===== src/rtl/core/psch_pkg.sv =====
// Types and constants of the per-segment class histogram unit.
package psch_pkg;

	localparam logic [63:0] HASH_MULT       = 64'h9E3779B97F4A7C15;
	localparam logic [17:0] CLASS_MAP_RESET = 18'd178719;
	localparam logic [31:0] MIN_TOTAL_RESET = 32'd1000;
	localparam logic [7:0]  MAX_LABEL       = 8'd8;
	localparam int          NUM_CLASSES     = 4;

	localparam logic [7:0] CFG_CLASS_MAP = 8'd0;
	localparam logic [7:0] CFG_MIN_TOTAL = 8'd1;

	typedef enum logic [2:0] {
		ST_CLEAR,
		ST_IDLE,
		ST_HASH,
		ST_HOME,
		ST_PROBE,
		ST_READ
	} state_t;

	typedef struct packed {
		logic        mode;
		logic [63:0] seg_id;
		logic [7:0]  voxel_label;
		logic [9:0]  slot_index;
	} in_item_t;

	typedef struct packed {
		logic [63:0] out_seg_id;
		logic [31:0] dendrite_count;
		logic [31:0] axon_count;
		logic [31:0] glia_count;
		logic [31:0] unsure_count;
		logic        occupied;
		logic        passes;
		logic        table_full;
	} out_item_t;

endpackage


===== src/rtl/core/psch_hash.sv =====
// Multiplicative hash giving the home slot of a key; the partial products are registered.
module psch_hash import psch_pkg::*; #(
	parameter int SLOT_W = 10
) (
	input  logic              clk,
	input  logic [63:0]       key,
	output logic [SLOT_W-1:0] slot
);

	logic [63:0] p_ll_s1;
	logic [31:0] p_hl_s1;
	logic [31:0] p_lh_s1;
	logic [63:0] p_hl_full;
	logic [63:0] p_lh_full;
	logic [31:0] upper;

	assign p_hl_full = key[63:32] * HASH_MULT[31:0];
	assign p_lh_full = key[31:0] * HASH_MULT[63:32];

	always_ff @(posedge clk) begin
		p_ll_s1 <= key[31:0] * HASH_MULT[31:0];
		p_hl_s1 <= p_hl_full[31:0];
		p_lh_s1 <= p_lh_full[31:0];
	end

	assign upper = p_ll_s1[63:32] + p_hl_s1 + p_lh_s1;
	assign slot  = upper[SLOT_W-1:0];

endmodule


===== config.mk =====
export PLATFORM = sky130hd
export DESIGN_NAME = psch_hash
export DESIGN_NICKNAME = d
export VERILOG_FILES = /design/src/rtl/core/psch_pkg.sv /design/src/rtl/core/psch_hash.sv
export SDC_FILE = /design/constraint.sdc
export NUM_CORES = 1
export LEC_CHECK = 0
export ABC_AREA = 0
export BUFFER_PORTS_ARGS = -buffer_cell sky130_fd_sc_hd__buf_4
export CAP_MARGIN = 20
export CELL_PAD_IN_SITES_DETAIL_PLACEMENT = 2
export CELL_PAD_IN_SITES_GLOBAL_PLACEMENT = 2
export CORE_MARGIN = 8
export CORE_UTILIZATION = 30
export CTS_CLUSTER_SIZE = 24
export DETAILED_ROUTE_END_ITERATION = 10
export PLACE_DENSITY_LB_ADDON = 0.1
export SETUP_SLACK_MARGIN = 0.05
export SKIP_LAST_GASP = 1
export SLEW_MARGIN = 15
export SYNTH_ARGS = -nofsm -noshare
export SYNTH_HDL_FRONTEND = slang
export SYNTH_SLANG_ARGS = --single-unit

===== constraint.sdc =====
create_clock -name clk -period 7 [get_ports clk]
set_input_delay 0.35 -clock clk [delete_from_list [all_inputs] [get_ports clk]]
set_output_delay 0.35 -clock clk [all_outputs]
set_load 0.01 [all_outputs]

==> out/metrics.csv <==
metric,value,unit
Core Area,45190,um^2
ANT nets after route,0,
via density per instance,4.398,
crit path DAT,6.75,ns
Post-route DRC,0,
via count,8853,
initial antenna violation count,0,
sequential fraction of the synthesis area,4.400,%
library cells used by synthesis,50,
GR Overflow Total,0,
Synth Area in XOR/XNOR,4.235,%
initial core utilization,30.21,%
Global Route Usage Sum,16.40,%
ordered list of cells on the worst path,"buf_4, fa_1, ha_1, inv_1, fa_1, inv_1, fa_1, inv_1, fa_1, inv_1, fa_1, fa_1, inv_1, fa_1, inv_1, ha_1, a21oi_1, o21ai_0, a221o_1, a21oi_2, o221ai_2, or3b_1, a31oi_1, xnor2_1",
"Async S/R FF share, synth",0,%
"most used cell, CP",fa_1,
synthesized netlist cell count,1320,
mux contribution to synthesized area,0,%
Worst Hold Class,input pin to register,
CP Capture Type,register,
CTS max path bufs,2,
syn_area_per_cell,10.34,um^2
"CTS clk-pin slew, worst paths",0.05,ns
post-place setup slack,0.08705,ns
worst slew pin tran,0.7714,ns
CTS Buf Count,5,
RD Place Congestion,0.8240,
post-CTS setup buffers,0,
CP startpoint kind,input pin,
setup TNS,0,ns
Fmax,0.1513,GHz
max-slew violations,0,
hold slack,0.2077,ns
antenna cells,0,
layout cells sized above 1,7.643,%
Worst path top cell family by delay,adder cells,
DRT iter0 DRCs,217,
post-synth top area share,44.29,%
clock sinks,30,
largest fanout on the critical path,8,
status,"complete, no violations",
Routed WL,41270,um
Worst path max stage delay,0.54,ns
post-synthesis adder-cell area fraction,71.34,%
Syn. warnings,0,
net count after synthesis,1982,
Synth Flop Type,dfxtp_1,
H-tree depth,2,
Synth area leader,fa_1,
Synth Area in Compound Gates,4.565,%
cell area after synthesis,13650,um^2
Die ar.,52580,um^2
row count,78,
final-stage net count,2075,
max_cap viols,0,
Post-CTS Hold Fix Bufs,0,
Avg WL per Cell,20.50,um
unrepaired setup endpoints after global routing,no,
PostCTS Resize Cnt,0,
synth top area cells,"fa_1 44%, ha_1 27%, inv_1 13%",
Commonest cells post-synth,"483 x inv_1, 302 x fa_1, 295 x ha_1",
WP buf/inv,7,
worst setup slack after layout,0.3903,ns
Worst Setup Path Type,input pin to register,
largest family of logic cells by synthesized area,adder cells,
Yosys reg bits,30,
DP Wirelength,39290,um
die height,229.3,um
IO Pins,75,
Final Critical Period,6.610,ns
Worst Path Required,7.14,ns
most numerous cell in the Yosys netlist,inv_1,
CTS tree,yes,
vias in the first global route,10814,
chip width,229.3,um
largest net degree at the start of global routing,10,
number of flops mapped to enable cells by yosys,0,
DRT Pass-1 Iters,4,
first-pass GRT wire length,64600,um
critical-path cell with the highest stage delay,fa_1,
Port Buf Inserts,52,
P&R area growth vs syn,11.22,%
Synth Area in Simple Gates,2.182,%
hold violation count in the final report,0,
root buf cell,clkbuf_16,
final period utilization,94.42,%
# setup viols final,0,
Rel. slew slack,48.13,%
-- kinds of logic after synthesis --
| group | after synthesis |
|---|---|
| and+or+nand+nor | 56 |
| xor gates and xnor gates | 66 |
| buffers and inverters | 483 |
| DFF | 30 |
| AOI/OAI and AO/OA | 88 |
| adders and majority gates | 597 |
-- final cells by class --
class / count / area, um^2
clock buffers: 5 / 125.1
repair buffers: 86 / 645.6
clock inverters: 2 / 10.01
fillers: 4922 / 30010
inverters: 483 / 1813
multi-input cells: 807 / 11240
well taps: 600 / 750.7
flip-flops and latches: 30 / 600.6
-- state kept, by name, summed over array words and instances (netlist names) --
register and flops:
p_hl_s1 10, p_lh_s1 10, p_ll_s1 10
-- worst paths after layout --
path,start,endpoint,slack (ns),depth (start not counted)
worst min-delay path,key[32],p_hl_s1[0]$_DFF_P_,0.21,1
worst max-delay path,key[12],p_ll_s1[41]$_DFF_P_,0.39,24
-- cell usage in the layout (no fill, tap or decap), types with 2 or more instances in the layout --
cell	n
inv_1	483
fa_1	302
ha_1	295
buf_4	86
xnor2_1	54
dfxtp_1	30
a21oi_1	24
a21o_1	19
nor2_1	12
xor2_1	12
o21ai_0	10
nand2_1	9
nand3_1	8
nand4_1	6
clkbuf_16	5
o21a_1	4
o21bai_1	4
a211oi_1	3
or3_1	3
a21oi_2	3
nor3_1	3
a41oi_1	3
nor4_1	2
a221o_1	2
nor2b_1	2
clkinv_2	2
-- through the flow --
step,instance area (um^2),instances,utilization [%]
2_1_floorplan,13650,1320,-
3_3_place_gp,15050,2006,33.30
3_5_place_dp,15050,2006,33.30
4_1_cts,15180,2013,33.60
5_1_grt,15180,2013,33.60
6_report,15180,2013,33.60
-- metal layers --
| metal | GRT usage, % | share of wire (%) | vias up |
|---|---|---|---|
| met5 | 0 | 0 | - |
| met4 | 3.128 | 2.0 | 0 |
| met3 | 0.8282 | 1.5 | 32 |
| met2 | 29.42 | 51 | 71 |
| met1 | 21.76 | 46 | 4623 |
| li1 | - | - | 4127 |
Power is left out: the tool's default activity adds up to more than one toggle a clock period on the data nets, which glitch-free logic cannot reach.
